==> config.mk <==
export PLATFORM = sky130hd
export DESIGN_NAME = string_escape_decoder_utf8
export DESIGN_NICKNAME = d
export VERILOG_FILES = /design/src/design/sed_pkg.sv /design/src/design/sed_core.sv /design/src/design/sed_obuf.sv /design/src/design/string_escape_decoder_utf8.sv
export SDC_FILE = /design/constraint.sdc
export NUM_CORES = 1
export LEC_CHECK = 0
export BUFFER_PORTS_ARGS = -buffer_cell sky130_fd_sc_hd__buf_4
export CAP_MARGIN = 20
export CORE_ASPECT_RATIO = 0.6
export CORE_MARGIN = 4
export CORE_UTILIZATION = 30
export DETAILED_ROUTE_END_ITERATION = 6
export HOLD_SLACK_MARGIN = 0.1
export PLACE_DENSITY = 0.41
export SLEW_MARGIN = 30
export SYNTH_ARGS = -nofsm -noshare
export SYNTH_HDL_FRONTEND = slang
export SYNTH_SLANG_ARGS = --single-unit
==> constraint.sdc <==
create_clock -name clk -period 14.82 [get_ports clk]
set_input_delay 2.964 -clock clk [delete_from_list [all_inputs] [get_ports clk]]
set_output_delay 2.964 -clock clk [all_outputs]
set_load 0.02 [all_outputs]
==> src/design/sed_pkg.sv <==
// shared types, character codes and helpers for the string escape decoder
package sed_pkg;

	localparam int unsigned MAX_RES = 4;

	// configuration register indexes
	localparam logic CFG_QUOTE   = 1'b0;
	localparam logic CFG_UNICODE = 1'b1;

	// result error codes
	localparam logic [2:0] ERR_NONE      = 3'd0;
	localparam logic [2:0] ERR_ESCAPE    = 3'd1;
	localparam logic [2:0] ERR_LEAD      = 3'd2;
	localparam logic [2:0] ERR_OCTAL     = 3'd3;
	localparam logic [2:0] ERR_HEX       = 3'd4;
	localparam logic [2:0] ERR_UNICODE   = 3'd5;
	localparam logic [2:0] ERR_CODEPOINT = 3'd6;
	localparam logic [2:0] ERR_UNTERM    = 3'd7;

	// character codes
	localparam logic [7:0] CH_BSLASH = 8'h5C;
	localparam logic [7:0] CH_LBRACE = 8'h7B;
	localparam logic [7:0] CH_RBRACE = 8'h7D;
	localparam logic [7:0] CH_SPACE  = 8'h20;
	localparam logic [7:0] CH_TAB    = 8'h09;
	localparam logic [7:0] CH_ZERO   = 8'h30;
	localparam logic [7:0] CH_THREE  = 8'h33;
	localparam logic [7:0] CH_SEVEN  = 8'h37;
	localparam logic [7:0] CH_NINE   = 8'h39;
	localparam logic [7:0] CH_LC_A   = 8'h61;
	localparam logic [7:0] CH_LC_B   = 8'h62;
	localparam logic [7:0] CH_LC_F   = 8'h66;
	localparam logic [7:0] CH_LC_N   = 8'h6E;
	localparam logic [7:0] CH_LC_R   = 8'h72;
	localparam logic [7:0] CH_LC_T   = 8'h74;
	localparam logic [7:0] CH_LC_U   = 8'h75;
	localparam logic [7:0] CH_LC_V   = 8'h76;
	localparam logic [7:0] CH_LC_X   = 8'h78;
	localparam logic [7:0] CH_LC_Z   = 8'h7A;
	localparam logic [7:0] CH_UC_A   = 8'h41;
	localparam logic [7:0] CH_UC_F   = 8'h46;
	localparam logic [7:0] CH_CASE   = 8'h20;

	// control characters produced by letter escapes
	localparam logic [7:0] CC_BEL = 8'h07;
	localparam logic [7:0] CC_BS  = 8'h08;
	localparam logic [7:0] CC_HT  = 8'h09;
	localparam logic [7:0] CC_LF  = 8'h0A;
	localparam logic [7:0] CC_VT  = 8'h0B;
	localparam logic [7:0] CC_FF  = 8'h0C;
	localparam logic [7:0] CC_CR  = 8'h0D;

	localparam logic [31:0] ACC_SHIFT_MAX = 32'h0FFF_FFFF;
	localparam logic [31:0] CP_MAX        = 32'h0010_FFFF;
	localparam logic [31:0] SURR_LO       = 32'h0000_D800;
	localparam logic [31:0] SURR_HI       = 32'h0000_DFFF;

	typedef struct packed {
		logic [7:0] data;
		logic       valid;
		logic       last;
		logic [2:0] err;
	} res_t;

	typedef struct packed {
		logic [2:0]           cnt;
		res_t [MAX_RES-1:0]   ent;
	} bundle_t;

	typedef struct packed {
		logic       ok;
		logic [3:0] val;
	} hex_t;

	typedef struct packed {
		logic [2:0]       cnt;
		logic [3:0][7:0]  bytes;
	} utf8_t;

	function automatic hex_t hex_digit(input logic [7:0] b);
		hex_t r;
		r = '0;
		if (b >= CH_ZERO && b <= CH_NINE) begin
			r.ok  = 1'b1;
			r.val = b[3:0];
		end else if ((b >= CH_LC_A && b <= CH_LC_F) || (b >= CH_UC_A && b <= CH_UC_F)) begin
			r.ok  = 1'b1;
			r.val = b[3:0] + 4'd9;
		end
		return r;
	endfunction

	function automatic logic cp_ok(input logic [31:0] cp);
		return (cp <= CP_MAX) && !(cp >= SURR_LO && cp <= SURR_HI);
	endfunction

	function automatic utf8_t utf8_enc(input logic [20:0] cp);
		utf8_t r;
		r = '0;
		if (cp < 21'h80) begin
			r.cnt      = 3'd1;
			r.bytes[0] = {1'b0, cp[6:0]};
		end else if (cp < 21'h800) begin
			r.cnt      = 3'd2;
			r.bytes[0] = {3'b110, cp[10:6]};
			r.bytes[1] = {2'b10, cp[5:0]};
		end else if (cp < 21'h10000) begin
			r.cnt      = 3'd3;
			r.bytes[0] = {4'b1110, cp[15:12]};
			r.bytes[1] = {2'b10, cp[11:6]};
			r.bytes[2] = {2'b10, cp[5:0]};
		end else begin
			r.cnt      = 3'd4;
			r.bytes[0] = {5'b11110, cp[20:18]};
			r.bytes[1] = {2'b10, cp[17:12]};
			r.bytes[2] = {2'b10, cp[11:6]};
			r.bytes[3] = {2'b10, cp[5:0]};
		end
		return r;
	endfunction

endpackage

==> src/design/sed_core.sv <==
// escape state registers and the per-byte decode into a result bundle
module sed_core (
	input  logic             clk,
	input  logic             arst_n,
	input  logic             step,
	input  logic [7:0]       in_byte,
	input  logic             in_last,
	input  logic [7:0]       quote_char,
	input  logic             allow_unicode,
	output sed_pkg::bundle_t bundle
);
	import sed_pkg::*;

	typedef enum logic [3:0] {
		PH_IDLE, PH_ESC, PH_HEX1, PH_HEX2, PH_OCT1, PH_OCT2,
		PH_USTART, PH_UBMP, PH_UBRACE
	} phase_t;

	phase_t      phase_q, phase_n, ph;
	logic [31:0] acc_q, acc_n;
	logic [2:0]  dig_q, dig_n;
	logic [1:0]  lead_q, lead_n;
	logic        drop_q, drop_n;

	always_comb begin
		hex_t       h;
		utf8_t      u;
		bundle_t    main_b;
		res_t       zero_res;
		logic       pre;
		logic       fail_en;
		logic [2:0] fail_code;
		logic       emit_en;
		logic [7:0] emit_byte;
		logic       utf_en;
		logic       close_en;
		logic [2:0] close_err;

		h         = hex_digit(in_byte);
		u         = utf8_enc(acc_q[20:0]);
		main_b    = '0;
		zero_res  = '0;
		pre       = 1'b0;
		fail_en   = 1'b0;
		fail_code = ERR_NONE;
		emit_en   = 1'b0;
		emit_byte = in_byte;
		utf_en    = 1'b0;
		close_en  = 1'b0;
		close_err = ERR_NONE;
		phase_n   = phase_q;
		acc_n     = acc_q;
		dig_n     = dig_q;
		lead_n    = lead_q;
		drop_n    = drop_q;
		ph        = phase_q;

		if (drop_q) begin
			if (in_last) begin
				drop_n   = 1'b0;
				phase_n  = PH_IDLE;
				close_en = 1'b1;
			end
		end else begin
			// a lone \0 right before the quote ends early with a zero byte
			if (phase_q == PH_OCT1 && lead_q == 2'd0 && in_byte == quote_char) begin
				pre     = 1'b1;
				ph      = PH_IDLE;
				phase_n = PH_IDLE;
			end
			if (ph == PH_IDLE) begin
				if (in_last)
					close_en = 1'b1;
				else if (in_byte == CH_BSLASH)
					phase_n = PH_ESC;
				else
					emit_en = 1'b1;
			end else if (in_last) begin
				phase_n   = PH_IDLE;
				close_en  = 1'b1;
				close_err = ERR_UNTERM;
			end else begin
				case (ph)
					PH_ESC: begin
						phase_n = PH_IDLE;
						if ((in_byte | CH_CASE) >= CH_LC_A && (in_byte | CH_CASE) <= CH_LC_Z) begin
							emit_en = 1'b1;
							case (in_byte)
								CH_LC_A: emit_byte = CC_BEL;
								CH_LC_B: emit_byte = CC_BS;
								CH_LC_T: emit_byte = CC_HT;
								CH_LC_N: emit_byte = CC_LF;
								CH_LC_V: emit_byte = CC_VT;
								CH_LC_F: emit_byte = CC_FF;
								CH_LC_R: emit_byte = CC_CR;
								CH_LC_X: begin
									emit_en = 1'b0;
									phase_n = PH_HEX1;
								end
								CH_LC_U: begin
									emit_en = 1'b0;
									if (allow_unicode) begin
										phase_n = PH_USTART;
									end else begin
										fail_en   = 1'b1;
										fail_code = ERR_ESCAPE;
									end
								end
								default: begin
									emit_en   = 1'b0;
									fail_en   = 1'b1;
									fail_code = ERR_ESCAPE;
								end
							endcase
						end else if (in_byte >= CH_ZERO && in_byte <= CH_NINE) begin
							if (in_byte > CH_THREE) begin
								fail_en   = 1'b1;
								fail_code = ERR_LEAD;
							end else begin
								lead_n  = in_byte[1:0];
								phase_n = PH_OCT1;
							end
						end else begin
							emit_en = 1'b1;
						end
					end
					PH_HEX1: begin
						if (!h.ok) begin
							fail_en   = 1'b1;
							fail_code = ERR_HEX;
						end else begin
							acc_n   = {28'd0, h.val};
							phase_n = PH_HEX2;
						end
					end
					PH_HEX2: begin
						if (!h.ok) begin
							fail_en   = 1'b1;
							fail_code = ERR_HEX;
						end else begin
							emit_en   = 1'b1;
							emit_byte = {acc_q[3:0], h.val};
							phase_n   = PH_IDLE;
						end
					end
					PH_OCT1: begin
						if (in_byte < CH_ZERO || in_byte > CH_SEVEN) begin
							fail_en   = 1'b1;
							fail_code = ERR_OCTAL;
						end else begin
							acc_n   = {27'd0, lead_q, in_byte[2:0]};
							phase_n = PH_OCT2;
						end
					end
					PH_OCT2: begin
						if (in_byte < CH_ZERO || in_byte > CH_SEVEN) begin
							fail_en   = 1'b1;
							fail_code = ERR_OCTAL;
						end else begin
							emit_en   = 1'b1;
							emit_byte = {acc_q[4:0], in_byte[2:0]};
							phase_n   = PH_IDLE;
						end
					end
					PH_USTART: begin
						acc_n = '0;
						dig_n = '0;
						if (in_byte == CH_LBRACE) begin
							phase_n = PH_UBRACE;
						end else if (!h.ok) begin
							fail_en   = 1'b1;
							fail_code = ERR_UNICODE;
						end else begin
							acc_n   = {28'd0, h.val};
							dig_n   = 3'd1;
							phase_n = PH_UBMP;
						end
					end
					PH_UBMP: begin
						if (!h.ok) begin
							fail_en   = 1'b1;
							fail_code = ERR_UNICODE;
						end else begin
							acc_n = {16'd0, acc_q[11:0], h.val};
							dig_n = dig_q + 3'd1;
							if (dig_n >= 3'd4) begin
								if (!cp_ok(acc_n)) begin
									fail_en   = 1'b1;
									fail_code = ERR_CODEPOINT;
								end else begin
									// encode the completed four-digit value
									u       = utf8_enc(acc_n[20:0]);
									utf_en  = 1'b1;
									phase_n = PH_IDLE;
								end
							end
						end
					end
					PH_UBRACE: begin
						if (h.ok) begin
							if (acc_q > ACC_SHIFT_MAX) begin
								fail_en   = 1'b1;
								fail_code = ERR_UNICODE;
							end else begin
								acc_n = {acc_q[27:0], h.val};
								dig_n = 3'd1;
							end
						end else if (dig_q == 3'd0) begin
							fail_en   = 1'b1;
							fail_code = ERR_UNICODE;
						end else if (!cp_ok(acc_q)) begin
							fail_en   = 1'b1;
							fail_code = ERR_CODEPOINT;
						end else if (in_byte == CH_SPACE || in_byte == CH_TAB) begin
							utf_en = 1'b1;
							acc_n  = '0;
							dig_n  = '0;
						end else if (in_byte == CH_RBRACE) begin
							utf_en  = 1'b1;
							phase_n = PH_IDLE;
						end else begin
							fail_en   = 1'b1;
							fail_code = ERR_UNICODE;
						end
					end
					default: phase_n = PH_IDLE;
				endcase
			end
		end

		if (fail_en) begin
			main_b.cnt        = 3'd1;
			main_b.ent[0].err = fail_code;
			phase_n           = PH_IDLE;
			drop_n            = 1'b1;
		end else if (close_en) begin
			main_b.cnt         = 3'd1;
			main_b.ent[0].last = 1'b1;
			main_b.ent[0].err  = close_err;
		end else if (emit_en) begin
			main_b.cnt          = 3'd1;
			main_b.ent[0].data  = emit_byte;
			main_b.ent[0].valid = 1'b1;
		end else if (utf_en) begin
			main_b.cnt = u.cnt;
			for (int i = 0; i < MAX_RES; i++) begin
				main_b.ent[i].data  = u.bytes[i];
				main_b.ent[i].valid = (3'(i) < u.cnt);
			end
		end

		// the early zero byte goes ahead of whatever the byte itself gives
		zero_res.valid = 1'b1;
		bundle.cnt     = main_b.cnt + {2'd0, pre};
		bundle.ent[0]  = pre ? zero_res : main_b.ent[0];
		for (int i = 1; i < MAX_RES; i++)
			bundle.ent[i] = pre ? main_b.ent[i-1] : main_b.ent[i];
	end

	always_ff @(posedge clk or negedge arst_n) begin
		if (!arst_n) begin
			phase_q <= PH_IDLE;
			acc_q   <= '0;
			dig_q   <= '0;
			lead_q  <= '0;
			drop_q  <= 1'b0;
		end else if (step) begin
			phase_q <= phase_n;
			acc_q   <= acc_n;
			dig_q   <= dig_n;
			lead_q  <= lead_n;
			drop_q  <= drop_n;
		end
	end

endmodule

==> src/design/sed_obuf.sv <==
// result register holding one item's results, handing out one per cycle while m_tready is high
module sed_obuf (
	input  logic             clk,
	input  logic             arst_n,
	input  logic             load,
	input  sed_pkg::bundle_t bundle,
	output logic             free,
	output logic             m_tvalid,
	input  logic             m_tready,
	output logic [7:0]       m_tdata,   // out_byte
	output logic             m_tlast,   // out_last
	output logic [3:0]       m_tuser    // out_valid, error_code[2:0]
);
	import sed_pkg::*;

	res_t [MAX_RES-1:0] ent_q;
	logic [1:0]         rd_q;
	logic [2:0]         rem_q;
	logic               pop;
	res_t               cur;

	assign cur      = ent_q[rd_q];
	assign m_tvalid = (rem_q != 3'd0);
	assign m_tdata  = cur.data;
	assign m_tlast  = cur.last;
	assign m_tuser  = {cur.err, cur.valid};
	assign pop      = m_tvalid && m_tready;
	assign free     = (rem_q == 3'd0) || (rem_q == 3'd1 && m_tready);

	always_ff @(posedge clk or negedge arst_n) begin
		if (!arst_n) begin
			rd_q  <= '0;
			rem_q <= '0;
		end else if (load) begin
			rd_q  <= '0;
			rem_q <= bundle.cnt;
		end else if (pop) begin
			rd_q  <= rd_q + 2'd1;
			rem_q <= rem_q - 3'd1;
		end
	end

	always_ff @(posedge clk) begin
		if (load)
			ent_q <= bundle.ent;
	end

`ifndef ASSERT_OFF
	a_rem_bound: assert property (@(posedge clk) disable iff (!arst_n)
		rem_q <= 3'd4)
		else $error("result count above four");

	a_last_final: assert property (@(posedge clk) disable iff (!arst_n)
		m_tvalid && m_tlast |-> rem_q == 3'd1)
		else $error("closing result is not the final one of its item");

	a_err_alone: assert property (@(posedge clk) disable iff (!arst_n)
		m_tvalid && cur.err != ERR_NONE |-> !cur.valid && rem_q == 3'd1 && rd_q == 2'd0)
		else $error("error result mixed with decoded bytes");

	a_load_free: assert property (@(posedge clk) disable iff (!arst_n)
		load |-> free)
		else $error("results loaded over undelivered ones");
`endif

endmodule

==> src/design/string_escape_decoder_utf8.sv <==
// top level of the string escape decoder with unicode escapes
// Usage:
//   s_* carries the body of a quoted literal, one byte per item, with the
//   closing quote marked by s_tlast. m_* carries results: m_tdata is the
//   decoded byte, m_tuser[0] says it is a real byte, m_tuser[3:1] holds the
//   error code and m_tlast marks the final result of the literal.
//   cfg_we/cfg_index/cfg_data write quote_char (index 0) and allow_unicode
//   (index 1); write only while no item is in flight.
// Timing:
//   an accepted byte sits in the input register, then its results (0 to 4)
//   load into the result register, which shows the first of them. The result
//   register drains one result per cycle while m_tready is high, and the
//   next byte with results waits in the input register until the last is taken;
//   bytes giving zero or one result go at one per cycle while m_tready is high.
// Reset:
//   arst_n clears the escape state, empties both registers and restores
//   quote_char to 0x22 and allow_unicode to 1.
//   when m_tready is low the result register holds and s_tready drops once
//   the input register has a byte waiting with results.
module string_escape_decoder_utf8 (
	input  logic       clk,
	input  logic       arst_n,
	input  logic       s_tvalid,
	output logic       s_tready,
	input  logic [7:0] s_tdata,   // in_byte
	input  logic       s_tlast,   // in_last
	output logic       m_tvalid,
	input  logic       m_tready,
	output logic [7:0] m_tdata,   // out_byte
	output logic       m_tlast,   // out_last
	output logic [3:0] m_tuser,   // out_valid, error_code[2:0]
	input  logic       cfg_we,
	input  logic       cfg_index,
	input  logic [7:0] cfg_data
);
	import sed_pkg::*;

	logic [7:0] byte_s1;
	logic       last_s1;
	logic       vld_s1;
	logic [7:0] quote_q;
	logic       allow_q;
	logic       adv;
	logic       free;
	bundle_t    bundle;

	// a byte with no results never waits for the result register
	assign adv      = vld_s1 && (bundle.cnt == 3'd0 || free);
	assign s_tready = !vld_s1 || adv;

	always_ff @(posedge clk or negedge arst_n) begin
		if (!arst_n) begin
			vld_s1 <= 1'b0;
		end else if (s_tready) begin
			vld_s1 <= s_tvalid;
		end
	end

	always_ff @(posedge clk) begin
		if (s_tready && s_tvalid) begin
			byte_s1 <= s_tdata;
			last_s1 <= s_tlast;
		end
	end

	always_ff @(posedge clk or negedge arst_n) begin
		if (!arst_n) begin
			quote_q <= 8'h22;
			allow_q <= 1'b1;
		end else if (cfg_we) begin
			case (cfg_index)
				CFG_QUOTE:   quote_q <= cfg_data;
				CFG_UNICODE: allow_q <= cfg_data[0];
				default:     quote_q <= quote_q;
			endcase
		end
	end

	sed_core u_core (
		.clk           (clk),
		.arst_n        (arst_n),
		.step          (adv),
		.in_byte       (byte_s1),
		.in_last       (last_s1),
		.quote_char    (quote_q),
		.allow_unicode (allow_q),
		.bundle        (bundle)
	);

	sed_obuf u_obuf (
		.clk      (clk),
		.arst_n   (arst_n),
		.load     (adv && bundle.cnt != 3'd0),
		.bundle   (bundle),
		.free     (free),
		.m_tvalid (m_tvalid),
		.m_tready (m_tready),
		.m_tdata  (m_tdata),
		.m_tlast  (m_tlast),
		.m_tuser  (m_tuser)
	);

endmodule
==> out/results.env <==
CRITICAL_PATH_ARRIVAL_NS=5.75
DRT-VIAS-PER-INSTANCE=5.722
NUMPLACEDINSTANCES=1112
CRITICAL_PATH_CELL_WITH_THE_HIGHEST_STAGE_DELAY='nand4_1'
PATH_CLK_SLEW_NS=0.08
DESIGN_AREA_UM2=8102
CLOCK_TREE.ROOT_CELL='clkbuf_16'
REMAINING_DRC_ERRORS=0
SYNTH_FLOP_CELL='dfrtp_1'
TIMING.FINAL.SETUP_VIOLATIONS=0
CTS.HOLD.BUFFERS_ADDED=0
FINAL_UTIL_PCT=34.70
MAX-VDD-IR-DROP_mV=0.05027
CORE_AREA_UM2=23350
DP.FINAL_HPWL_UM=19850
SYNTH-WARNING-COUNT=0
P_SW_mW=0.3306
WORSTSETUPENDPOINTTYPE='output pin'
GRT_OVERFLOW=0
AVGSYNTHCELLAREA_UM2=8.983
FIRST_GLOBAL_VIAS=6287
CTS_BUFFERS=9
HTREEDEPTH=3
RSZ0062_AT_GRT='no'
WORST_SLEW_PIN_SLEW_NS=0.9315
ROUTE.VIAS.TOTAL=6454
FINAL-HOLD-VIOLATION-COUNT=0
DIEWIDTH_UM=208.2
POWER.CLOCK.FRACTION_PCT=27.6
CLOCKBUFFERDEPTH=2
STDCELL_COUNT=1128
SYN2LAYOUT_AREA_GROWTH_PCT=12.32
SYN-INSTANCE-COUNT=803
SYNTH_SEQ_AREA_SHARE_PCT=41.06
POST_SYNTH_INSTANCE_AREA_UM2=7213
CELL_INTERNAL_PWR_mW=0.6077
CP.BUFFERS_INVERTERS=2
SWSHARE_PCT=35.24
N_ANTENNA_CELL=0
LAYOUT.CELLS.MOST_COMMON_LIST='92 x nand2_1, 76 x nor2_1, 61 x o21ai_0'
CTS_SETUP_BUFFERS=0
CRITPATHMOSTFREQUENTCELL='ha_1'
TIMING.CRITICAL_PATH.CELLS='inv_1 > ha_1 > o21bai_1 > a21oi_1 > a21o_1 > nand4_1 > o22ai_1 > nor2_1 > nand3_1 > ha_1 > ha_1 > nor2_1 > and2_1 > o2111ai_1 > mux2_4 > nand3_1 > buf_4'
TIMING_MAX_TRANSITION_VIOLATIONS_FINAL=0
ANTENNA_FOUND_INITIAL=1
CLOCK_INSERTION_DELAY_WORST_SKEW_NS=0.37
ROUTABILITYCONGESTION=0.9360
FINISH.NET_COUNT=842
SETUP.WORST_PATH.CLASS='flip-flop to output pin'
SYNTH.FF_LATCH_COUNT=108
TIMING.CRITICAL_PATH.REQUIRED_NS=11.86
SEQ_POWER_SHARE_PCT=44.7
DIE_HEIGHT_UM=128.1
TNS_NS=0
DETAIL-ROUTE-ANTENNA-NETS=0
NETLIST-CELL-TYPE-COUNT=79
PWR-SHARE-COMB_PCT=27.7
NUMBER_OF_FILLER_INSTANCES_IN_THE_FINAL_LAYOUT=2450
LAYOUT_COMMONEST_CELL='nand2_1'
FIRST_ITER_VIOLATIONS=894
FIN_SKEW_NS=0.01263
CTSRESIZECOUNT=0
MAX-SLEW-MARGIN-REL_PCT=37.90
SYNTH_EDF_COUNT=51
HOLD_WS_NS=0.5259
NUM_IO_PINS=38
FIN_CRIT_SH_PCT=58.79
POWER.STATIC_LEAKAGE_nW=3.252
DRT-WIRELENGTH-PER-CELL_UM=23.55
PLACEMENT.CELL_AREA_UM2=7794
CRITICAL-PATH-MAX-STAGE-DELAY_NS=0.64
MAXCLOCKFREQUENCY_MHz=114.8
CP_TOP_FAMILY='compound AO/OA/AOI/OAI gates'
GLOBAL_ROUTE.USAGE.TOTAL_PCT=20.18
HOLD_PATH.CLASS='flip-flop to flip-flop'
NUMCLOCKSINKS=108
FP-ROW-COUNT=43
TIMING.CRITICAL_PATH.FANOUT_MAX=17
INITIAL_UTILIZATION_PCT=30.89
GRT_FIRST_PASS_WIRELENGTH_UM=41020
FINALWIRELENGTH_UM=26560
CRITPATHLAUNCHTYPE='flip-flop'
FIRSTDRTPASSITERS=6
LAYOUT-DRIVE-GT1-SHARE_PCT=13.65
IO_BUFFERS=37
FINALWORSTPATHREQUIREDPERIOD_NS=8.712
GRT_MAX_DEGREE=58
PWR_DENSITY_CELL_nW_PER_UM2=115.8
DIE_AREA_UM2=26670
POSTSYNTH.ASYNCRESETSHARE_PCT=52.78
TRITONCTS_CLOCK_TREE='done'
STATUS='complete, no violations'
CAP_VIOL_MAX_COUNT=0
[final cells by class]
| cell class | count | area [µm²] | area share [%] |
|---|---|---|---|
| tap | 315 | 394.1 | 4.865 |
| sequential | 108 | 2963 | 36.57 |
| clock inverter | 7 | 81.33 | 1.004 |
| inverter | 39 | 146.4 | 1.807 |
| timing repair buffer | 48 | 360.3 | 4.448 |
| multi-input combinational | 602 | 3931 | 48.53 |
| clock buffer | 9 | 225.2 | 2.780 |
[metrics by stage]
step	setup slack, ns	power (mW)
finish	6.108	0.9383
global route	5.634	0.9934
CTS	6.145	0.9526
detailed placement	6.561	0.6880
global placement	6.644	0.6851
floorplan	7.533	0.5751
[power groups by stage]
stage	clock, mW	combinational (mW)	sequential [mW]
5_1_grt	0.282	0.284	0.428
6_report	0.259	0.260	0.420
2_1_floorplan	0	0.189	0.386
3_3_place_gp	0	0.261	0.424
4_1_cts	0.269	0.264	0.420
3_5_place_dp	0	0.263	0.425
[synth_stat cells (4+ instances only)]
cell type | count | share of area (%)
mux4_2 | 8 | 2.5
o21ai_0 | 62 | 4.3
o21a_1 | 6 | 0.62
and3_1 | 4 | 0.35
o22ai_1 | 14 | 1.2
nand2b_1 | 8 | 0.69
or4_1 | 6 | 0.62
a31oi_1 | 4 | 0.35
dfrtp_1 | 54 | 19
xnor2_1 | 11 | 1.3
and2_1 | 14 | 1.2
a22oi_1 | 8 | 0.83
mux2i_1 | 37 | 5.1
nor3_1 | 20 | 1.4
ha_1 | 11 | 1.9
a221oi_1 | 4 | 0.49
mux2_4 | 5 | 1.0
mux2_2 | 13 | 2.0
edfxtp_1 | 51 | 21
o221ai_1 | 5 | 0.61
a32oi_1 | 4 | 0.49
nor4_1 | 18 | 1.6
nand4_1 | 8 | 0.69
clkbuf_1 | 51 | 2.7
nand2_1 | 92 | 4.8
or3_1 | 7 | 0.61
o31ai_1 | 4 | 0.42
a21oi_1 | 54 | 3.7
inv_1 | 39 | 2.0
nand3_1 | 16 | 1.1
nor2b_1 | 11 | 0.95
nor2_1 | 76 | 4.0
[worst reg2reg max path, stage by stage, from the launching register on]
cell and delay, ns:
edfxtp_1 0.61, inv_1 0.20, ha_1 0.37, o21bai_1 0.12, a21oi_1 0.63, a21o_1 0.57
nand4_1 0.65, o22ai_1 0.47, nor2_1 0.10, nand3_1 0.10, ha_1 0.15, ha_1 0.24
nor2_1 0.27, and2_1 0.17, o2111ai_1 0.10, mux2_4 0.32, a21boi_2 0.44, and2_2 0.30
nand3b_4 0.50, mux2_2 0.53
[flip-flops by register name, summed over array words and instances (netlist names)]
register,count
u_obuf.rem_q,3
u_obuf.ent_q,42
u_obuf.rd_q,2
u_core.drop_q,1
allow_q,1
vld_s1,1
byte_s1,8
last_s1,1
u_core.phase_q,4
u_core.lead_q,2
quote_q,8
u_core.acc_q,32
u_core.dig_q,3
[per-layer routing]
| layer | vias to the layer above | part of all wire (%) | global-route usage [%] |
|---|---|---|---|
| li1 | 2954 | - | - |
| met1 | 3190 | 52 | 32.52 |
| met2 | 273 | 37 | 25.99 |
| met3 | 37 | 9.1 | 5.625 |
| met4 | 0 | 1.6 | 4.477 |
| met5 | - | 0 | 0 |
[worst paths after layout]
| kind | from | to | slack [ns] | cells after the start |
|---|---|---|---|---|
| max reg2reg | byte_s1[0] | u_core.acc_q[0] | 7.84 | 19 |
| max in group asynchronous | arst_n | u_obuf.rd_q[0] | 11.56 | 1 |
| max | byte_s1[0] | s_tready | 6.11 | 17 |
| min | u_core.acc_q[31] | u_core.acc_q[31] | 0.53 | 2 |
| min in group asynchronous | arst_n | u_core.dig_q[1] | 2.68 | 1 |
| min reg2reg | u_core.acc_q[31] | u_core.acc_q[31] | 0.53 | 2 |
[cell families (layout without fill, tap and decap cells)]
group           after synthesis  in the layout  share of synthesized area (%)
fa+ha+maj                    11             11                          1.908
other cells                   1              3                        0.05199
mux                          63             63                          10.70
compound gates              209            209                          18.54
simple gates                302            302                          20.94
xor+xnor                     14             14                          1.700
buf+inv                      95            103                          5.100
flops                       108            108                          41.06
(Power assumes the default switching activity.)
